<file path="config.mk">
export PLATFORM = sky130hd
export DESIGN_NAME = circular_fifo_with_search_max_core_flat
export DESIGN_NICKNAME = d
export VERILOG_FILES = /design/src/rtl/cfsm_pkg.sv /design/src/rtl/cfsm_if.sv /design/src/rtl/cfsm_ctrl.sv /design/src/rtl/cfsm_dp.sv /design/src/rtl/circular_fifo_with_search_max_core.sv /design/src/flat_wrapper.sv
export SDC_FILE = /design/constraint.sdc
export NUM_CORES = 2
export LEC_CHECK = 0
export ABC_AREA = 1
export ABC_CLOCK_PERIOD_IN_PS = 6200
export CAP_MARGIN = 20
export CORE_MARGIN = 2
export CORE_UTILIZATION = 60
export DETAILED_ROUTE_END_ITERATION = 12
export DONT_BUFFER_PORTS = 1
export HOLD_SLACK_MARGIN = 0.08
export PLACE_DENSITY_LB_ADDON = 0.12
export SKIP_LAST_GASP = 1
export SYNTH_ARGS = -nofsm -noshare
export SYNTH_HDL_FRONTEND = slang
export SYNTH_HIERARCHICAL = 1
export SYNTH_SLANG_ARGS = --single-unit
</file>
<file path="constraint.sdc">
create_clock -name clk -period 6.2 [get_ports clk]
set_input_delay 0.62 -clock clk [delete_from_list [all_inputs] [get_ports clk]]
set_output_delay 0.62 -clock clk [all_outputs]
set_load 0.02 [all_outputs]
</file>
<file path="src/rtl/cfsm_pkg.sv">
package cfsm_pkg;

  localparam int WordW      = 32;
  localparam int SlotsW     = 7;
  localparam int SlotsReset = 64;

  typedef enum logic [1:0] {
    CMD_PUSH,
    CMD_POP,
    CMD_SEARCH,
    CMD_MAX
  } cmd_t;

  typedef enum logic [1:0] {
    ST_OK,
    ST_OVERFLOW,
    ST_UNDERFLOW,
    ST_MAX_EMPTY
  } status_t;

  typedef enum logic [2:0] {
    S_IDLE,
    S_DISPATCH,
    S_POP,
    S_SCAN,
    S_HEAD_RD,
    S_FIN
  } state_t;

  // commands from controller to datapath
  typedef struct packed {
    logic    capture;
    logic    dispatch;
    status_t status;
    logic    push_wr;
    logic    pop_rd;
    logic    pop_take;
    logic    scan_start;
    logic    scan_step;
    logic    head_rd;
    logic    out_load;
  } ctl_t;

  // status from datapath to controller
  typedef struct packed {
    cmd_t cmd;
    logic empty;
    logic full;
    logic scan_done;
  } dp_stat_t;

endpackage

</file>
<file path="src/rtl/cfsm_if.sv">
interface cfsm_in_if;
  logic                                valid;
  logic                                ready;
  logic [1:0]                          cmd;
  logic signed [cfsm_pkg::WordW-1:0]   push_value;
  logic signed [cfsm_pkg::WordW-1:0]   search_key;

  modport source (output valid, output cmd, output push_value, output search_key,
                  input ready);
  modport sink   (input valid, input cmd, input push_value, input search_key,
                  output ready);
endinterface

interface cfsm_out_if;
  logic                                valid;
  logic                                ready;
  logic signed [cfsm_pkg::WordW-1:0]   data_out;
  logic                                found;
  logic signed [cfsm_pkg::WordW-1:0]   head_value;
  logic                                is_empty;
  logic                                is_full;
  logic [1:0]                          status;

  modport source (output valid, output data_out, output found, output head_value,
                  output is_empty, output is_full, output status, input ready);
  modport sink   (input valid, input data_out, input found, input head_value,
                  input is_empty, input is_full, input status, output ready);
endinterface

</file>
<file path="src/rtl/cfsm_ctrl.sv">
module cfsm_ctrl (
  input  logic               clk,
  input  logic               rst_n,
  input  logic               in_valid,
  output logic               in_ready,
  output logic               out_valid,
  input  logic               out_ready,
  input  cfsm_pkg::dp_stat_t stat,
  output cfsm_pkg::ctl_t     ctl
);

  cfsm_pkg::state_t state_r, state_nxt;
  logic             out_valid_r, out_valid_nxt;
  logic             out_free;

  assign out_free  = !out_valid_r || out_ready;
  assign in_ready  = (state_r == cfsm_pkg::S_IDLE);
  assign out_valid = out_valid_r;

  always_ff @(posedge clk) begin
    if (!rst_n) begin
      state_r     <= cfsm_pkg::S_IDLE;
      out_valid_r <= 1'b0;
    end else begin
      state_r     <= state_nxt;
      out_valid_r <= out_valid_nxt;
    end
  end

  always_comb begin
    state_nxt = state_r;
    unique case (state_r)
      cfsm_pkg::S_IDLE: begin
        if (in_valid) state_nxt = cfsm_pkg::S_DISPATCH;
      end
      cfsm_pkg::S_DISPATCH: begin
        unique case (stat.cmd)
          cfsm_pkg::CMD_PUSH:   state_nxt = cfsm_pkg::S_HEAD_RD;
          cfsm_pkg::CMD_POP:    state_nxt = stat.empty ? cfsm_pkg::S_HEAD_RD : cfsm_pkg::S_POP;
          cfsm_pkg::CMD_SEARCH: state_nxt = cfsm_pkg::S_SCAN;
          cfsm_pkg::CMD_MAX:    state_nxt = stat.empty ? cfsm_pkg::S_HEAD_RD : cfsm_pkg::S_SCAN;
          default:              state_nxt = cfsm_pkg::S_HEAD_RD;
        endcase
      end
      cfsm_pkg::S_POP:     state_nxt = cfsm_pkg::S_HEAD_RD;
      cfsm_pkg::S_SCAN: begin
        if (stat.scan_done) state_nxt = cfsm_pkg::S_HEAD_RD;
      end
      cfsm_pkg::S_HEAD_RD: state_nxt = cfsm_pkg::S_FIN;
      cfsm_pkg::S_FIN: begin
        if (out_free) state_nxt = cfsm_pkg::S_IDLE;
      end
      default:             state_nxt = cfsm_pkg::S_IDLE;
    endcase
  end

  always_comb begin
    ctl           = '0;
    ctl.status    = cfsm_pkg::ST_OK;
    out_valid_nxt = out_valid_r && !out_ready;
    unique case (state_r)
      cfsm_pkg::S_IDLE: ctl.capture = in_valid;
      cfsm_pkg::S_DISPATCH: begin
        ctl.dispatch = 1'b1;
        unique case (stat.cmd)
          cfsm_pkg::CMD_PUSH: begin
            if (stat.full) ctl.status  = cfsm_pkg::ST_OVERFLOW;
            else           ctl.push_wr = 1'b1;
          end
          cfsm_pkg::CMD_POP: begin
            if (stat.empty) ctl.status = cfsm_pkg::ST_UNDERFLOW;
            else            ctl.pop_rd = 1'b1;
          end
          cfsm_pkg::CMD_SEARCH: ctl.scan_start = 1'b1;
          cfsm_pkg::CMD_MAX: begin
            if (stat.empty) ctl.status     = cfsm_pkg::ST_MAX_EMPTY;
            else            ctl.scan_start = 1'b1;
          end
          default: ctl.status = cfsm_pkg::ST_OK;
        endcase
      end
      cfsm_pkg::S_POP:     ctl.pop_take  = 1'b1;
      cfsm_pkg::S_SCAN:    ctl.scan_step = 1'b1;
      cfsm_pkg::S_HEAD_RD: ctl.head_rd   = 1'b1;
      cfsm_pkg::S_FIN: begin
        if (out_free) begin
          ctl.out_load  = 1'b1;
          out_valid_nxt = 1'b1;
        end
      end
      default: ctl.status = cfsm_pkg::ST_OK;
    endcase
  end

endmodule

</file>
<file path="src/rtl/cfsm_dp.sv">
module cfsm_dp #(
  parameter int DEPTH = 64
) (
  input  logic                              clk,
  input  logic                              rst_n,
  input  logic                              cfg_we,
  input  logic [cfsm_pkg::SlotsW-1:0]       cfg_data,
  input  logic [1:0]                        in_cmd,
  input  logic signed [cfsm_pkg::WordW-1:0] in_push_value,
  input  logic signed [cfsm_pkg::WordW-1:0] in_search_key,
  input  cfsm_pkg::ctl_t                    ctl,
  output cfsm_pkg::dp_stat_t                stat,
  output logic signed [cfsm_pkg::WordW-1:0] out_data_out,
  output logic                              out_found,
  output logic signed [cfsm_pkg::WordW-1:0] out_head_value,
  output logic                              out_is_empty,
  output logic                              out_is_full,
  output logic [1:0]                        out_status
);

  localparam int AW = (DEPTH > 2) ? $clog2(DEPTH) : 1;
  localparam int NW = AW + 1;

  function automatic logic [NW-1:0] clamp_size(input logic [cfsm_pkg::SlotsW-1:0] s);
    int unsigned v;
    v = int'(s);
    if (v < 2) v = 2;
    if (v > DEPTH) v = DEPTH;
    return NW'(v);
  endfunction

  function automatic logic [AW-1:0] advance(input logic [AW-1:0] i, input logic [NW-1:0] n);
    logic [NW-1:0] p;
    p = {1'b0, i} + NW'(1);
    return (p >= n) ? '0 : p[AW-1:0];
  endfunction

  logic [cfsm_pkg::WordW-1:0] mem [DEPTH];
  logic [cfsm_pkg::WordW-1:0] rd_data_r;

  logic [NW-1:0]   n_r;
  logic [AW-1:0]   head_r, tail_r, ptr_r;
  logic            pend_r, first_r;
  cfsm_pkg::cmd_t  cmd_r;
  logic signed [cfsm_pkg::WordW-1:0] pv_r, key_r, data_r;
  logic              found_r;
  cfsm_pkg::status_t status_r;

  logic            empty, full, rd_en, scan_more;
  logic [AW-1:0]   raddr;

  assign empty     = (head_r == tail_r);
  assign full      = (advance(tail_r, n_r) == head_r);
  assign scan_more = (ptr_r != tail_r);
  assign rd_en     = ctl.pop_rd || ctl.head_rd || (ctl.scan_step && scan_more);
  assign raddr     = ctl.scan_step ? ptr_r : head_r;

  assign stat.cmd       = cmd_r;
  assign stat.empty     = empty;
  assign stat.full      = full;
  assign stat.scan_done = !scan_more && !pend_r;

  // ring storage, one write and one registered read per cycle
  always_ff @(posedge clk) begin
    if (ctl.push_wr) mem[tail_r] <= pv_r;
    if (rd_en)       rd_data_r   <= mem[raddr];
  end

  // pointers and ring size
  always_ff @(posedge clk) begin
    if (!rst_n) begin
      n_r    <= clamp_size(cfsm_pkg::SlotsW'(cfsm_pkg::SlotsReset));
      head_r <= '0;
      tail_r <= '0;
      ptr_r  <= '0;
      pend_r <= 1'b0;
    end else if (cfg_we) begin
      n_r    <= clamp_size(cfg_data);
      head_r <= '0;
      tail_r <= '0;
    end else begin
      if (ctl.push_wr)  tail_r <= advance(tail_r, n_r);
      if (ctl.pop_take) head_r <= advance(head_r, n_r);
      if (ctl.scan_start) begin
        ptr_r  <= head_r;
        pend_r <= 1'b0;
      end else if (ctl.scan_step) begin
        pend_r <= scan_more;
        if (scan_more) ptr_r <= advance(ptr_r, n_r);
      end
    end
  end

  // per-word work registers
  always_ff @(posedge clk) begin
    if (ctl.capture) begin
      cmd_r <= cfsm_pkg::cmd_t'(in_cmd);
      pv_r  <= in_push_value;
      key_r <= in_search_key;
    end
    if (ctl.dispatch) begin
      data_r   <= '0;
      found_r  <= 1'b0;
      status_r <= ctl.status;
    end
    if (ctl.scan_start) first_r <= 1'b1;
    if (ctl.pop_take)   data_r  <= rd_data_r;
    if (ctl.scan_step && pend_r) begin
      first_r <= 1'b0;
      if (rd_data_r == key_r) found_r <= 1'b1;
      // running signed maximum, only kept for max
      if ((cmd_r == cfsm_pkg::CMD_MAX) &&
          (first_r || ($signed(rd_data_r) > data_r))) begin
        data_r <= rd_data_r;
      end
    end
  end

  always_ff @(posedge clk) begin
    if (ctl.out_load) begin
      out_data_out   <= data_r;
      out_found      <= (cmd_r == cfsm_pkg::CMD_SEARCH) && found_r;
      out_head_value <= empty ? '0 : rd_data_r;
      out_is_empty   <= empty;
      out_is_full    <= full;
      out_status     <= status_r;
    end
  end

endmodule

</file>
<file path="src/rtl/circular_fifo_with_search_max_core.sv">
// Ring-buffer queue of signed 32-bit words with push, pop, search and max,
// one result word per input word. Search and max walk the held entries
// through the single read port of the ring memory, one entry a cycle. A stalled
// output holds the block in its last state until the output register is free.
// One word is worked on at a time; the next is taken as soon as the previous
// result sits in the output register. Writing cfg_data sets the ring size
// (clamped to 2..DEPTH, capacity one less) and empties the queue; write it
// only while the block is idle.
module circular_fifo_with_search_max_core #(
  parameter int DEPTH = 64
) (
  input  logic                        clk,
  input  logic                        rst_n,
  input  logic                        cfg_we,
  input  logic [cfsm_pkg::SlotsW-1:0] cfg_data,
  cfsm_in_if.sink                     in_ch,
  cfsm_out_if.source                  out_ch
);

  cfsm_pkg::ctl_t     ctl;
  cfsm_pkg::dp_stat_t stat;

  cfsm_ctrl u_ctrl (
    .clk       (clk),
    .rst_n     (rst_n),
    .in_valid  (in_ch.valid),
    .in_ready  (in_ch.ready),
    .out_valid (out_ch.valid),
    .out_ready (out_ch.ready),
    .stat      (stat),
    .ctl       (ctl)
  );

  cfsm_dp #(.DEPTH(DEPTH)) u_dp (
    .clk            (clk),
    .rst_n          (rst_n),
    .cfg_we         (cfg_we),
    .cfg_data       (cfg_data),
    .in_cmd         (in_ch.cmd),
    .in_push_value  (in_ch.push_value),
    .in_search_key  (in_ch.search_key),
    .ctl            (ctl),
    .stat           (stat),
    .out_data_out   (out_ch.data_out),
    .out_found      (out_ch.found),
    .out_head_value (out_ch.head_value),
    .out_is_empty   (out_ch.is_empty),
    .out_is_full    (out_ch.is_full),
    .out_status     (out_ch.status)
  );

endmodule

</file>
<file path="src/flat_wrapper.sv">
// flat-port wrapper written by rule: the top's interface ports become plain ports
module circular_fifo_with_search_max_core_flat 
#(
  parameter int DEPTH = 64
)
  (clk, rst_n, cfg_we, cfg_data, in_ch_valid, in_ch_cmd, in_ch_push_value, in_ch_search_key, in_ch_ready, out_ch_valid, out_ch_data_out, out_ch_found, out_ch_head_value, out_ch_is_empty, out_ch_is_full, out_ch_status, out_ch_ready);
  cfsm_in_if in_ch_i ();
  cfsm_out_if out_ch_i ();
  input  logic clk;
  input  logic rst_n;
  input  logic cfg_we;
  input  logic [cfsm_pkg::SlotsW-1:0] cfg_data;
  input wire logic [$bits(in_ch_i.valid)-1:0] in_ch_valid;
  input wire logic [$bits(in_ch_i.cmd)-1:0] in_ch_cmd;
  input wire logic [$bits(in_ch_i.push_value)-1:0] in_ch_push_value;
  input wire logic [$bits(in_ch_i.search_key)-1:0] in_ch_search_key;
  output wire logic [$bits(in_ch_i.ready)-1:0] in_ch_ready;
  output wire logic [$bits(out_ch_i.valid)-1:0] out_ch_valid;
  output wire logic [$bits(out_ch_i.data_out)-1:0] out_ch_data_out;
  output wire logic [$bits(out_ch_i.found)-1:0] out_ch_found;
  output wire logic [$bits(out_ch_i.head_value)-1:0] out_ch_head_value;
  output wire logic [$bits(out_ch_i.is_empty)-1:0] out_ch_is_empty;
  output wire logic [$bits(out_ch_i.is_full)-1:0] out_ch_is_full;
  output wire logic [$bits(out_ch_i.status)-1:0] out_ch_status;
  input wire logic [$bits(out_ch_i.ready)-1:0] out_ch_ready;
  assign in_ch_i.valid = in_ch_valid;
  assign in_ch_i.cmd = in_ch_cmd;
  assign in_ch_i.push_value = in_ch_push_value;
  assign in_ch_i.search_key = in_ch_search_key;
  assign in_ch_ready = in_ch_i.ready;
  assign out_ch_valid = out_ch_i.valid;
  assign out_ch_data_out = out_ch_i.data_out;
  assign out_ch_found = out_ch_i.found;
  assign out_ch_head_value = out_ch_i.head_value;
  assign out_ch_is_empty = out_ch_i.is_empty;
  assign out_ch_is_full = out_ch_i.is_full;
  assign out_ch_status = out_ch_i.status;
  assign out_ch_i.ready = out_ch_ready;
  circular_fifo_with_search_max_core #(.DEPTH(DEPTH)) u_core (.clk(clk), .rst_n(rst_n), .cfg_we(cfg_we), .cfg_data(cfg_data), .in_ch(in_ch_i), .out_ch(out_ch_i));
endmodule
</file>
Yosys cells after proc, flatten, opt, wreduce, memory -nomap -nowiden
Memories as Yosys holds them, arrays and structs flattened. A register that Yosys moved wholly into a read port is not among the register bits.
Index checks and enable logic that the tools add are counted.
Widths: inputs -> output; s select.
- output and inout bits: 71
- bits in writable memories: 2048
- bits in registers: 201
- bits in read-only memories: 0
- memories: 1
- bits in latches: 0
- word-level logic and storage cells: 118
- input port bits: 78
- memory list (name ; depth ; width ; rd ports ; clocked after memory_dff ; write ports ; RTL line ; text):
    u_core.u_dp.mem ; 64 ; 32 ; 1 ; 1 ; 1 ; cfsm_dp.sv:38 ; logic [cfsm_pkg::WordW-1:0] mem [DEPTH];
- magnitude comparators: 6
- equality and inequality tests: 15
- add/sub/neg operators: 3
- shifts and indexed selects: 0
- div/mod/pow operators: 0
- multiply operators: 0
- bitwise operators: 2
- reduce and logical (&&, ||, !) cells: 22
- multiplexer cells: 49
- operator list (operator ; number):
    $mux 32 ; 6
    $mux 6 ; 7
    $eq 32x32->1 ; 1
    $gt 32x32->1 ; 1
    $gt 32x7->1 const B ; 1
    $mux 1 ; 22
    $add 6x1->7 const B ; 3
    $ge 7x7->1 ; 3
    $pmux 3 s6 ; 1
    $mux 3 ; 5
    $mux 7 ; 2
    $eq 6x6->1 ; 2
    $pmux 3 s4 ; 1
    $lt 7x2->1 const B ; 1
    $eq 3x2->1 const B ; 2
    $eq 3x3->1 const B ; 2
    $logic_and 1x1->1 ; 6
    $mux 2 ; 3
    $ne 6x6->1 ; 1
    $pmux 2 s3 ; 1
    $reduce_and 3->1 ; 2
    $eq 2x2->1 const B ; 2
    $logic_not 1->1 ; 4
    $logic_or 1x1->1 ; 4
    other kinds (11) ; 14

Longest topological paths before layout
- depth in word-level cells: 9
- depth in mapped cells: 24

Hierarchy
The synthesis kept the hierarchy.
- by module, submodules not included (module ; instances ; area each (um^2) ; cells each ; sequential area each (um^2)):
    cfsm_dp ; 1 ; 91891.9 ; 7361 ; 67775.0
    cfsm_ctrl ; 1 ; 335.3 ; 62 ; 80.1

Worst setup path after synthesis
OpenSTA, ideal clock, no wires.
- path type: flip-flop to flip-flop
- start: register u_core.u_dp.tail_r[0]
- end: memory u_core/u_dp/mem[14][0] in the netlist's numbering, enable pin
- data arrival time: 4.746 ns
- cell stages (with the launch flop): 24
- data required time: 5.779 ns
- slack: 1.032 ns
- cell sequence: dfxtp_1 > clkbuf_1 > inv_1 > nor2_1 > nand2_1 > o31ai_1 > ha_1 > nand2_1 > o21ai_0 > a21oi_1 > and2_1 > clkbuf_1 > nand2_1 > xor2_1 > nor2_1 > nand2_1 > nor2_1 > buf_4 > nor3_1 > clkbuf_1 > inv_1 > nor2_1 > nand3_1 > nor2_1
- RTL lines (item ; RTL line ; text):
    from (decl) ; cfsm_dp.sv:42 ; logic [AW-1:0] head_r, tail_r, ptr_r;
    from (signal assigned) ; cfsm_dp.sv:82 ; if (ctl.push_wr) tail_r <= advance(tail_r, n_r);
    to (decl) ; cfsm_dp.sv:38 ;

==> run_results.csv <==
group,metric,value,unit
status,status,"finished, final reports clean",
hold_path,hold_path_class,"in2reg",
setup_path,critPathMaxFanout,18,
yosys,synth_simple_gate_area_share,11.1,%
place,globalplace.congestion,0.889,
yosys,ys_ff_latch,2281,
yosys,synth_warnings,6,
finish,drive_above_1_share,7.62,%
yosys,synth_top_area_cell,"edfxtp_1",
clock_network,cts_resized,0,
finish,fillers,10700,
finish,layout.nets,7569,
setup_path,worstRegToRegCells,20,
sta,period_needed,5.03,ns
sta,finalWorstSetupSlack,1.17,ns
yosys,ys.flop_type,"edfxtp_1",
finish,fin_area,103000,um2
yosys,synth_mux_area_share,0,%
floorplanning,start_util,60.6,%
clock_network,h-tree-depth,4,
place,placed_cell_area,95100,um2
setup_path,cp_data_arrival_time,5.57,ns
sta,setup_viol,0,
grt,grt_usage,30.7,%
setup_path,critPathCaptureType,"flip-flop",
clock_network,root_buffer,"clkbuf_16",
routing,drtAntennaViolNets,0,
sta,finalSetupTns,0,ns
yosys,synth-edff-count,2217,
yosys,synth.avg_cell_area,12.4,um2
sta,report.final.slew_viol_count,0,
yosys,synth_compound_area_share,10.3,%
sta,slew_headroom,26.3,%
yosys,synth_xor_area_share,0.304,%
yosys,ys_types,40,
grt,grt_pass1_vias,56400,
grt,grt_max_degree,207,
routing,drc,0,
grt,antenna_found_initial,2,
floorplanning,core_area,152000,um2
finish,syn2layout_area_growth,11.5,%
yosys,async_flop_share,0,%
finish,final-instance-count-excl-fill,9642,
grt,grt_overflow,0,
power,total_power,32.7,mW
sta,finalClockSkew,0.0176,ns
yosys,synth_fa_ha_area_share,0.760,%
clock_network,worstSkewPairLatency,0.85,ns
place,place.detailed.hpwl,134000,um
routing,detail_route.wl_per_cell,25.1,um
yosys,yosysTopAreaCellShare,72.2,%
sta,worst_pin_slew,1.10,ns
floorplanning,die_h,396,um
yosys,syn_inst,7423,
sta,hold_viol,0,
clock_network,clockBufferDepth,3,
routing,dr.pass1.iters,6,
yosys,seq_area_frac_synth,73.6,%
yosys,syn-num-nets,7557,
routing,via_per_inst,6.20,
sta,max_freq,199,MHz
routing,vias,59800,
clock_network,post_cts.repair.setup_buffers,0,
clock_network,cts_tree,"built",
sta,finalCritPeriodShare,81.2,%
yosys,synth_top_family_by_area,"simple AND/OR/NAND/NOR gates",
place,portBuffers,0,
grt,grt_pass1_wl,361000,um
setup_path,critPathKind,"reg2reg",
clock_network,cts.clk_slew.worst_paths,0.06,ns
sta,rsz0062_at_grt,"false",
routing,first_iter_violations,7458,
yosys,synthTopCellsByArea,"edfxtp_1 72%, nor2_1 4.0%, o21ai_0 3.9%",
setup_path,required,6.74,ns
yosys,yosysMostFrequentCell,"edfxtp_1",
power,power.density,317,nW/um2
setup_path,startpoint_type,"flip-flop",
place,pre_cts_slack,1.24,ns
power,power_leakage,34.9,nW
flow_run,cap_violations,0,
clock_network,cts_sinks,2281,
floorplanning,ioPinCount,149,
hold_path,hold_depth,3,
clock_network,numCtsBuffers,221,
power,peakVddDrop,0.333,mV
yosys,synthesis.area,92200,um2
routing,wl,242000,um
yosys,synthTopCellsByCount,"2217 x edfxtp_1, 991 x nor2_1, 905 x nand2_1, 722 x o21ai_0, 575 x nand3_1",
floorplanning,die_width,396,um
floorplanning,die_area,157000,um2
floorplanning,num_rows,143,
place,placed_cells,9165,
-- registers in the layout, summed over array words and instances, names as in the netlist, 2 cells and up --
| signal | cells |
|---|---|
| u_core/u_dp/pv_r | 32 |
| u_core/u_dp/data_r | 32 |
| u_core/u_dp/out_data_out | 32 |
| u_core/u_dp/status_r | 2 |
| u_core/u_dp/rd_data_r | 32 |
| u_core/u_dp/head_r | 6 |
| u_core/u_dp/out_head_value | 32 |
| u_core/u_dp/ptr_r | 6 |
| u_core/u_dp/n_r | 7 |
| u_core/u_dp/tail_r | 6 |
| u_core/u_ctrl/state_r | 3 |
| u_core/u_dp/mem | 2048 |
| u_core/u_dp/cmd_r | 2 |
| u_core/u_dp/key_r | 32 |
| u_core/u_dp/out_status | 2 |
-- worst max-delay path: stages (launching register included) --
cell	delay, ns
dfxtp_1	0.59
inv_1	0.15
nor2_1	0.16
nand2_1	0.11
o31ai_1	0.36
ha_1	0.32
nand2_1	0.08
o21ai_0	0.08
a21oi_1	0.11
and2_1	0.29
nand2_1	0.13
xor2_1	0.15
o21ai_0	0.08
nor2_1	0.12
nor3_2	0.27
inv_1	0.07
nor2_1	0.23
nand2_1	0.09
buf_4	0.25
nor2_4	0.70
buf_4	0.33
-- placed cells by master (no fill, tap or decap), drive strengths merged, types with 2 or more instances in the layout --
cell type | Yosys | layout
a21o | 3 | 3
ha | 56 | 56
dfxtp | 64 | 64
nand3 | 575 | 575
o211ai | 446 | 446
nor2 | 995 | 995
o21a | 7 | 7
bufinv | 0 | 19
xor2 | 27 | 27
nor3 | 9 | 9
o22ai | 85 | 85
clkinv | 0 | 94
inv | 423 | 434
o21ai | 1040 | 1040
a211oi | 4 | 4
clkbuf | 260 | 267
nor4 | 5 | 5
clkinvlp | 0 | 8
a21oi | 46 | 46
dlygate4sd3 | 0 | 77
or2 | 2 | 2
nand4 | 17 | 17
nand2 | 907 | 907
edfxtp | 2217 | 2217
o31ai | 2 | 2
xnor2 | 5 | 5
a221oi | 2 | 2
buf | 219 | 191
-- routing by layer --
metal	part of all wire, %	track usage (%)
met1	41	45.4
met2	46	47.1
met3	9.4	4.59
met4	3.5	10.7
met5	0	0
-- power by group --
| group | switching, mW | internal [mW] |
|---|---|---|
| sequential | 0.225 | 17.6 |
| combinational | 1.44 | 0.397 |
| clock | 5.68 | 7.34 |
-- logic make-up after synthesis --
logic type	Yosys count
xor+xnor	32
simple gates	2513
buf+inv	902
fa+ha+maj	56
compound gates	1639
flops	2281
-- final timing paths --
| path | slack, ns | startpoint | to |
|---|---|---|---|
| hold / removal | 0.13 | cfg_we | u_core/u_dp/n_r[6] |
| setup / recovery | 1.17 | u_core/u_dp/tail_r[0] | u_core/u_dp/mem[8][28] |
| setup reg to reg | 1.17 | u_core/u_dp/tail_r[0] | u_core/u_dp/mem[8][28] |
| hold reg to reg | 0.42 | u_core/u_dp/status_r[1] | u_core/u_dp/out_status[1] |
-- layout make-up --
| type | count | area, um2 | share of cell area (%) |
|---|---|---|---|
| multi-input combinational | 4240 | 21300 | 20.7 |
| tap | 2030 | 2540 | 2.47 |
| antenna | 1 | 2.50 | 0.00243 |
| clock buffer | 267 | 5720 | 5.57 |
| inverter | 423 | 1620 | 1.57 |
| clock inverter | 132 | 1210 | 1.18 |
| sequential | 2281 | 67900 | 66.0 |
| timing repair buffer | 268 | 2600 | 2.53 |
-- timing repair --
item                                    in CTS  in global routing
endpoints found under the hold margin       84                  0
hold buffers                                77                  0
endpoints found under the setup margin       0                  0
-- metrics by stage --
step           util [%]  hold slack (ns)
4_1_cts            67.5           0.0866
2_1_floorplan         -            0.400
5_1_grt            67.5            0.144
3_5_place_dp       62.5            0.407
3_3_place_gp       62.4            0.410
6_report           67.5            0.131
Power figures use the tool's default switching activity.
